## src/rtl/core/piru_pkg.sv

```systemverilog
package piru_pkg;

  localparam int WORD_W        = 32;
  localparam int PIX_W         = 8;
  localparam int COL_W         = 12;
  localparam int CODE_W        = 2;
  localparam int RW_W          = 13;
  localparam int POS_W         = 5;
  localparam int CFG_IDX_W     = 1;
  localparam int DEF_MAX_WIDTH = 4096;

  localparam logic [CFG_IDX_W-1:0] REG_PIXEL_SIZE = 1'd0;
  localparam logic [CFG_IDX_W-1:0] REG_ROW_WIDTH  = 1'd1;

  localparam logic [CODE_W-1:0] RST_PIXEL_SIZE = 2'd3;
  localparam logic [RW_W-1:0]   RST_ROW_WIDTH  = 13'd1;

  // last pixel slot in a word is (32 >> code) - 1
  localparam logic [POS_W-1:0] LAST_SLOT_BASE = 5'd31;

  typedef struct packed {
    logic              load;
    logic [POS_W-1:0]  bit_pos;
    logic              row_end;
    logic              word_end;
  } piru_step_t;

endpackage

```

## src/rtl/core/piru_extract.sv

```systemverilog
module piru_extract
  import piru_pkg::*;
(
  input  logic [WORD_W-1:0] word,
  input  logic [POS_W-1:0]  bit_pos,
  input  logic [CODE_W-1:0] size_code,
  output logic [PIX_W-1:0]  pixel
);

  logic [7:0] byte_sel;
  logic [3:0] bits;
  logic [3:0] shamt;
  logic [7:0] mask;
  logic [7:0] shifted;

  always_comb begin
    byte_sel = 8'(word >> {bit_pos[4:3], 3'b000});
    bits     = 4'(4'd1 << size_code);
    shamt    = 4'd8 - {1'b0, bit_pos[2:0]} - bits;
    mask     = 8'((9'd1 << bits) - 9'd1);
    shifted  = byte_sel >> shamt;
    pixel    = shifted & mask;
  end

endmodule

```

## src/rtl/core/piru_ctrl.sv

```systemverilog
module piru_ctrl
  import piru_pkg::*;
#(
  parameter int MAX_WIDTH = DEF_MAX_WIDTH
) (
  input  logic              clk,
  input  logic              rst_n,
  input  logic              start,
  input  logic              advance,
  input  logic [CODE_W-1:0] size_code,
  input  logic [RW_W-1:0]   row_width,
  output logic              busy,
  output piru_step_t        step,
  output logic [COL_W-1:0]  column
);

  localparam int CNT_W = (MAX_WIDTH > 1) ? $clog2(MAX_WIDTH) : 1;
  localparam int CMP_W = (CNT_W + 1 > RW_W + 1) ? CNT_W + 1 : RW_W + 1;

  logic              busy_r, busy_nxt;
  logic [POS_W-1:0]  slot_r, slot_nxt;
  logic [CNT_W-1:0]  count_r, count_nxt;
  logic [CMP_W-1:0]  eff_w;
  logic [CMP_W-1:0]  cnt_plus;
  logic              last_row;
  logic              last_word;

  always_comb begin
    priority if (row_width == '0) begin
      eff_w = CMP_W'(1);
    end else if (CMP_W'(row_width) > CMP_W'(MAX_WIDTH)) begin
      eff_w = CMP_W'(MAX_WIDTH);
    end else begin
      eff_w = CMP_W'(row_width);
    end
    cnt_plus  = CMP_W'(count_r) + CMP_W'(1);
    last_row  = (cnt_plus >= eff_w);
    last_word = last_row || (slot_r == (LAST_SLOT_BASE >> size_code));
  end

  always_comb begin
    busy_nxt  = busy_r;
    slot_nxt  = slot_r;
    count_nxt = count_r;
    if (start) begin
      busy_nxt = 1'b1;
      slot_nxt = '0;
    end else if (advance) begin
      slot_nxt = slot_r + POS_W'(1);
      if (last_word) begin
        busy_nxt = 1'b0;
      end
      if (last_row) begin
        count_nxt = '0;
      end else begin
        count_nxt = CNT_W'(cnt_plus);
      end
    end
  end

  always_ff @(posedge clk) begin
    if (!rst_n) begin
      busy_r  <= 1'b0;
      slot_r  <= '0;
      count_r <= '0;
    end else begin
      busy_r  <= busy_nxt;
      slot_r  <= slot_nxt;
      count_r <= count_nxt;
    end
  end

  assign busy          = busy_r;
  assign step.load     = advance;
  assign step.bit_pos  = POS_W'(slot_r << size_code);
  assign step.row_end  = last_row;
  assign step.word_end = last_word;
  assign column        = COL_W'(count_r);

endmodule

```

## src/rtl/core/packed_index_row_unpacker.sv

```systemverilog
// Channel  Ports                          Moves
// in       in_valid/in_ready              one 32-bit word of packed indices
// out      out_valid/out_ready            one pixel index with column and marks
// cfg      cfg_valid/cfg_ready            register index and write data
//
// Each accepted word yields 32/bits results, fewer when a row ends inside the word, at one
// result per cycle unless out_ready stalls, from the single pixel shifter and slot counter.
// in_ready is low while a word is being unpacked; a stalled out_ready holds the sequencer.
// Reset is synchronous: column count 0, 8 bits per pixel, row width 1.
module packed_index_row_unpacker
  import piru_pkg::*;
#(
  parameter int MAX_WIDTH = DEF_MAX_WIDTH
) (
  input  logic                 clk,
  input  logic                 rst_n,
  input  logic                 in_valid,
  output logic                 in_ready,
  input  logic [WORD_W-1:0]    in_data_word,
  output logic                 out_valid,
  input  logic                 out_ready,
  output logic [PIX_W-1:0]     out_pixel_index,
  output logic [COL_W-1:0]     out_column,
  output logic                 out_row_end,
  output logic                 out_word_end,
  input  logic                 cfg_valid,
  output logic                 cfg_ready,
  input  logic [CFG_IDX_W-1:0] cfg_index,
  input  logic [RW_W-1:0]      cfg_data
);

  logic [CODE_W-1:0] size_code_r;
  logic [RW_W-1:0]   row_width_r;
  logic [WORD_W-1:0] word_r;
  logic              out_valid_r;
  logic [PIX_W-1:0]  pixel_r;
  logic [COL_W-1:0]  column_r;
  logic              row_end_r;
  logic              word_end_r;

  logic              busy;
  logic              start;
  logic              advance;
  piru_step_t        step;
  logic [COL_W-1:0]  column;
  logic [PIX_W-1:0]  pixel;

  assign in_ready  = !busy;
  assign cfg_ready = 1'b1;
  assign start     = in_valid && in_ready;
  assign advance   = busy && (!out_valid_r || out_ready);

  piru_ctrl #(
    .MAX_WIDTH (MAX_WIDTH)
  ) u_ctrl (
    .clk       (clk),
    .rst_n     (rst_n),
    .start     (start),
    .advance   (advance),
    .size_code (size_code_r),
    .row_width (row_width_r),
    .busy      (busy),
    .step      (step),
    .column    (column)
  );

  piru_extract u_extract (
    .word      (word_r),
    .bit_pos   (step.bit_pos),
    .size_code (size_code_r),
    .pixel     (pixel)
  );

  always_ff @(posedge clk) begin
    if (!rst_n) begin
      size_code_r <= RST_PIXEL_SIZE;
      row_width_r <= RST_ROW_WIDTH;
    end else if (cfg_valid && cfg_ready) begin
      unique case (cfg_index)
        REG_PIXEL_SIZE: size_code_r <= CODE_W'(cfg_data);
        REG_ROW_WIDTH:  row_width_r <= cfg_data;
        default: ;
      endcase
    end
  end

  always_ff @(posedge clk) begin
    if (start) begin
      word_r <= in_data_word;
    end
  end

  always_ff @(posedge clk) begin
    if (!rst_n) begin
      out_valid_r <= 1'b0;
    end else if (step.load) begin
      out_valid_r <= 1'b1;
    end else if (out_ready) begin
      out_valid_r <= 1'b0;
    end
  end

  always_ff @(posedge clk) begin
    if (step.load) begin
      pixel_r    <= pixel;
      column_r   <= column;
      row_end_r  <= step.row_end;
      word_end_r <= step.word_end;
    end
  end

  assign out_valid       = out_valid_r;
  assign out_pixel_index = pixel_r;
  assign out_column      = column_r;
  assign out_row_end     = row_end_r;
  assign out_word_end    = word_end_r;

endmodule

```

## config.mk

```make
export PLATFORM = sky130hd
export DESIGN_NAME = packed_index_row_unpacker
export DESIGN_NICKNAME = d
export VERILOG_FILES = /design/src/rtl/core/piru_pkg.sv /design/src/rtl/core/piru_extract.sv /design/src/rtl/core/piru_ctrl.sv /design/src/rtl/core/packed_index_row_unpacker.sv
export SDC_FILE = /design/constraint.sdc
export NUM_CORES = 1
export LEC_CHECK = 0
export BUFFER_PORTS_ARGS = -buffer_cell sky130_fd_sc_hd__buf_2
export CAP_MARGIN = 20
export CORE_MARGIN = 1.5
export CORE_UTILIZATION = 56
export DETAILED_ROUTE_END_ITERATION = 10
export PLACE_DENSITY_LB_ADDON = 0.05
export SLEW_MARGIN = 40
export SYNTH_ARGS = -nofsm -noshare
export SYNTH_HDL_FRONTEND = slang
export SYNTH_HIERARCHICAL = 1
export SYNTH_SLANG_ARGS = --single-unit
```

## constraint.sdc

```tcl
create_clock -name clk -period 4.28 [get_ports clk]
set_clock_uncertainty 0.05 [all_clocks]
set_input_delay 0.214 -clock clk [delete_from_list [all_inputs] [get_ports clk]]
set_output_delay 0.214 -clock clk [all_outputs]
set_load 0.02 [all_outputs]
```

==> results.py, run 1 <==
metrics = {
    "grt": {
        "top_usage_layer": "met2",
        "grt_pass1_wl_um": 14900,
        "grt_pass1_vias": 3117,
        "grt_max_degree": 36,
        "use_met2_pct": 33.6,
        "grtUsageMet1_pct": 31.4,
        "use_met3_pct": 5.09,
        "antenna_found_initial": 0,
        "grt_usage_pct": 22.3,
        "grt.overflow.total": 0,
    },
    "cells_and_area": {
        "final_common_cell": "buf_2",
        "fillers": 603,
        "drive_above_1_share_pct": 24.6,
        "final_cell_mix": "74 x buf_2, 54 x edfxtp_1, 40 x nand2_1",
        "syn2layout_area_growth_pct": 19.2,
        "diodes": 0,
        "finalNetCount": 565,
    },
    "critical_path": {
        "crit_type": "reg2reg",
        "crit_chain": "mux2i_1 > nor2_1 > ha_1 > inv_1 > ha_1 > fa_1 > xor2_1 > xnor2_1 > a41oi_1 > o41ai_1",
        "path_max_fanout": 17,
        "max_stage_delay_ns": 0.66,
        "worstSetupStartpointType": "flip-flop",
        "critical-path-slowest-cell": "dfxtp_1",
        "cpMostUsedCell": "ha_1",
        "required_ns": 4.38,
        "critPathCaptureType": "flip-flop",
        "cp.arrival_ns": 3.34,
    },
    "timing": {
        "layout_min_cycle_time_ns": 3.24,
        "worstMarginPinSlew_ns": 0.538,
        "relSlewSlack_pct": 64.1,
        "hold-worst-slack_ns": 0.0376,
        "fmax_mhz": 309,
        "rsz0062_at_grt": "no",
        "drv_slew": 0,
        "hold_viol": 0,
        "tns_ns": 0,
        "fin_crit_sh_pct": 75.7,
        "finalSetupViolCount": 0,
    },
    "clocking": {
        "cts_tree": "yes",
        "cts_buffer_depth": 2,
        "hold_buffers": 32,
        "cts_resized": 0,
        "clock_sinks": 88,
        "cts_buffers": 9,
        "cts-root-buf": "clkbuf_8",
        "cts_max_level": 3,
        "post_cts_buffers": 0,
        "cts.clk_slew.worst_paths_ns": 0.09,
        "clkLatencyLatePin_ns": 0.35,
    },
    "routing": {
        "ant_nets": 0,
        "drc": 0,
        "drt-total-wl_um": 8910,
        "first_pass_iters": 4,
        "drt-initial-drc-count": 102,
        "viasPerCell": 5.54,
        "via_count": 3328,
        "wire_per_inst_um": 14.8,
    },
    "yosys": {
        "synth.avg_cell_area_um2": 11.4,
        "async_reset_ff_share_pct": 0,
        "syn_area_um2": 4510,
        "yosys_warnings": 6,
        "syn_inst": 396,
        "ys.flop_type": "edfxtp_1",
        "syn_nets": 467,
        "ys_seq_area_share_pct": 51.0,
        "synth.distinct_cells": 57,
        "synth_edf_count": 54,
        "ys_seq_elements": 88,
    },
    "floorplan": {
        "fp.dieW_um": 92.8,
        "io_pins": 76,
        "rows": 32,
        "fp.dieH_um": 92.8,
        "die_area_um2": 8610,
        "start_util_pct": 58.1,
        "core_region_area_um2": 7770,
    },
    "power": {
        "power.density_nw_per_um2": 338,
        "power_frac_clock_pct": 27.7,
        "internal-power_mw": 1.32,
        "p_switching_mw": 0.501,
        "p_seq_share_pct": 54.9,
        "ir_drop_v": 0.000203,
        "leakagePower_nw": 2.10,
        "swShare_pct": 27.6,
        "p_comb_share_pct": 17.4,
    },
    "worst_hold_path": {
        "holdCritPathClass": "in2reg",
    },
    "run": {
        "cap_violations": 0,
    },
    "run_status": {
        "status": "complete, no violations",
    },
    "placement": {
        "dp_hpwl_um": 6240,
        "gp_congestion": 0.938,
        "numPortBuffers": 74,
    },
}
==> routing by layer <==
| layer | wire length [um] | vias to the layer above | share of wire (%) |
|---|---|---|---|
| met5 | 0 | - | 0 |
| met2 | 4030 | 121 | 45 |
| met1 | 4130 | 1525 | 46 |
| met4 | 143 | 0 | 1.6 |
| met3 | 602 | 14 | 6.8 |
| li1 | - | 1668 | - |
==> synthesized netlist by cell type, types with 8 or more instances <==
library cell / count / area (um2)
a21oi_1: 8 / 40.0
a22o_1: 10 / 87.6
a22oi_1: 8 / 60.1
buf_2: 8 / 40.0
dfxtp_1: 34 / 681
edfxtp_1: 54 / 1620
ha_1: 19 / 238
inv_1: 15 / 56.3
mux2i_1: 24 / 240
nand2_1: 40 / 150
nand3_1: 10 / 50.1
nand4_1: 21 / 131
nor2_1: 18 / 67.6
nor2b_1: 8 / 50.1
o21ai_2: 9 / 78.8
xnor2_1: 9 / 78.8
xor2_1: 9 / 78.8
==> registers in the layout, indices dropped and copies added, names as in the netlist <==
signal and cells:
word_r 32, row_width_r 13, out_column 12, u_ctrl/column 12
out_pixel_index 8, u_ctrl/slot_r 5, size_code_r 2, out_row_end 1
out_valid 1, out_word_end 1, u_ctrl/busy 1
==> final timing paths <==
path,from,to,slack (ns),depth (start not counted)
worst max-delay path,size_code_r[0],out_pixel_index[0],1.04,10
worst min-delay path,cfg_data[5],row_width_r[5],0.04,3
worst max register to register,size_code_r[0],out_pixel_index[0],1.04,10
worst min register to register,row_width_r[6],row_width_r[6],0.43,2
==> power by group through the flow <==
stage / registers, mW / logic [mW] / clock network (mW)
3_5_place_dp: 1.02 / 0.292 / 0
3_3_place_gp: 1.01 / 0.284 / 0
6_report: 0.996 / 0.317 / 0.503
4_1_cts: 0.997 / 0.315 / 0.515
2_1_floorplan: 1.03 / 0.192 / 0
5_1_grt: 1.00 / 0.350 / 0.549
==> cells by family (layout without fill, tap and decap cells) <==
family / after synthesis / after routing / share of synthesized area, %
AND/OR/NAND/NOR: 129 / 129 / 15.0
multiplexers: 30 / 30 / 7.90
flip-flops: 88 / 88 / 51.0
buffers and inverters: 39 / 142 / 4.96
AO/OA/AOI/OAI: 71 / 71 / 11.8
other: 1 / 1 / 0.0831
XOR/XNOR: 18 / 18 / 3.49
adder cells (fa/ha/maj): 20 / 20 / 5.71
==> worst max-delay path: cells and delay by family, from the launching register on <==
family | cells | cell delay [ns]
compound gates | 2 | 0.52
xor+xnor | 2 | 0.57
fa+ha+maj | 3 | 0.87
buf+inv | 1 | 0.04
flops | 1 | 0.66
mux | 1 | 0.26
simple gates | 1 | 0.06
==> area by class of cell <==
cell class	instances	area [um2]	area share [%]
repair buffers	111	728	13.5
inverters	15	56.3	1.05
clock inverters	6	43.8	0.814
flip-flops and latches	88	2300	42.8
well taps	102	128	2.37
clock buffers	10	128	2.37
multi-input cells	269	1990	37.1
==> stage by stage <==
step,setup WS [ns],cells,area (um2),power (mW),util (%)
2_1_floorplan,1.30,396,4510,1.23,-
3_3_place_gp,1.24,553,4890,1.30,62.9
3_5_place_dp,1.08,553,4890,1.31,62.9
4_1_cts,1.05,601,5380,1.83,69.2
5_1_grt,0.712,601,5380,1.90,69.3
6_report,1.04,601,5380,1.82,69.3
Power figures use the tool's default switching activity.
==> inputs of run 2 (changes only) <==
- clock period: 4.28 -> 3.01 ns (I/O delays scaled with it)
==> run 2 against run 1 <==
Clock power increased by 71%. Final cell count grew 2.0%. Sequential share of layout area is 1.4 points lower. Core utilization increased by 2.5 points. Non-clock buffer count is 13 higher. Critical endpoint is now out_pixel_index[6].
==> results.py, run 2 (same netlist as run 1, synthesis figures left out) <==
metrics = {
    "timing": {
        "relSlewSlack_pct": 61.9,
        "layout_min_cycle_time_ns": 2.81,
        "rsz0062_at_grt": "no",
        "finalSetupViolCount": 0,
        "worstMarginPinSlew_ns": 0.572,
        "fmax_mhz": 356,
        "fin_crit_sh_pct": 93.4,
        "hold-worst-slack_ns": 0.0168,
        "hold_viol": 0,
        "drv_slew": 0,
        "tns_ns": 0,
        "worst_slack_ns": 0.200,
    },
    "critical_path": {
        "r2r_cells": 10,
        "cpMostUsedCell": "buf_4",
        "crit_chain": "buf_4 > nand2_1 > o22ai_1 > inv_1 > ha_1 > fa_2 > xor2_1 > buf_4 > or3_1 > nor3_1",
        "r2r_slack_ns": 0.20,
        "cp_num_buf_inv": 3,
        "critPathCaptureType": "flip-flop",
        "max_stage_delay_ns": 0.43,
        "critical-path-slowest-cell": "dfxtp_1",
        "cp.arrival_ns": 2.92,
        "worstSetupStartpointType": "flip-flop",
        "crit_type": "reg2reg",
        "path_delay_family": "simple AND/OR/NAND/NOR gates",
        "cp.depth": 10,
        "path_max_fanout": 12,
        "required_ns": 3.12,
    },
    "cells_and_area": {
        "postLayoutCellArea_um2": 5570,
        "largest_reg_flops": 32,
        "drive_above_1_share_pct": 25.4,
        "largest-register": "word_r",
        "layout.cells.non_filler": 613,
        "diodes": 0,
        "fillers": 577,
        "largestRegisters": "word_r x32, row_width_r x13",
        "multi_input_area_um2": 2010,
        "final_cell_mix": "74 x buf_2, 54 x edfxtp_1, 41 x dlygate4sd3_1",
        "finish.utilization_pct": 71.7,
        "syn2layout_area_growth_pct": 23.5,
        "regArea_um2": 2300,
        "final_common_cell": "buf_2",
        "finalNetCount": 578,
    },
    "routing": {
        "via_count": 3360,
        "ant_nets": 0,
        "viasPerCell": 5.48,
        "wire_per_inst_um": 15.3,
        "drt-initial-drc-count": 132,
        "first_pass_iters": 4,
        "drt-total-wl_um": 9350,
        "drc": 0,
    },
    "grt": {
        "grt_usage_pct": 23.2,
        "grt_max_degree": 36,
        "antenna_found_initial": 0,
        "grt.overflow.total": 0,
        "grt_pass1_wl_um": 15600,
        "grt_pass1_vias": 3264,
    },
    "worst_hold_path": {
        "holdCritPathClass": "in2reg",
        "hold_depth": 3,
    },
    "floorplan": {
        "die_area_um2": 8610,
        "fp.dieH_um": 92.8,
        "start_util_pct": 58.1,
        "fp.dieW_um": 92.8,
        "rows": 32,
        "core_region_area_um2": 7770,
        "io_pins": 76,
    },
    "clocking": {
        "cts_buffers": 9,
        "cts-root-buf": "clkbuf_8",
        "cts_buffer_depth": 2,
        "clkLatencyLatePin_ns": 0.34,
        "cts.clk_slew.worst_paths_ns": 0.09,
        "cts_tree": "yes",
        "cts_max_level": 3,
        "clock_sinks": 88,
    },
    "power": {
        "ir_drop_v": 0.000323,
        "leakagePower_nw": 2.18,
        "power.density_nw_per_um2": 493,
        "p_total_mw": 2.75,
    },
    "run_status": {
        "status": "complete, no violations",
    },
    "run": {
        "cap_violations": 0,
    },
    "placement": {
        "numPortBuffers": 74,
        "dp_slack_ns": 0.190,
        "gp_congestion": 0.851,
        "dp_cells": 556,
        "placed_area_um2": 4920,
        "dp_hpwl_um": 6170,
    },
}
run 2: changes by cell type in the layout (fill, tap and decap cells not counted), sizes merged:
cell and delta:
bufinv +1, dlygate4sd3 +9, buf +4, clkinvlp -1
clkbuf +1, inv -2
run 2: area by class of cell:
type,instances,area share (%)
Inverter,15,1.01
Clock inverter,4,0.921
Sequential cell,88,41.3
Multi-Input combinational cell,269,36.1
Clock buffer,11,2.92
Timing Repair Buffer,124,15.5
Tap cell,102,2.29
run 2: layer usage:
layer | vias up | global-route usage, % | part of all wire [%]
met5 | - | 0 | 0
met4 | 0 | 7.58 | 1.4
met3 | 11 | 3.78 | 4.4
met2 | 85 | 36.4 | 46
met1 | 1568 | 32.9 | 48
li1 | 1696 | - | -
run 2: power breakdown:
group          internal, mW  total, mW  switching, mW
Clock                 0.453      0.862          0.409
Sequential             1.37       1.41         0.0409
Combinational         0.206      0.470          0.264
run 2: final timing paths:
path | start | endpoint
max reg2reg | size_code_r[0] | out_pixel_index[6]
max | size_code_r[0] | out_pixel_index[6]
min reg2reg | row_width_r[6] | row_width_r[6]
min | cfg_data[9] | row_width_r[9]
run 2: timing repair:
action | CTS | global route
resized for setup | 0 | 4
buffers inserted | 0 | 1
hold buffers | 41 | 0
endpoints found under the hold margin | 41 | 0
endpoints found under the setup margin | 0 | 17
run 2: worst min-delay path: stages:
cell and delay, ns:
buf_2 0.08, nand4_1 0.09, o21ai_2 0.07
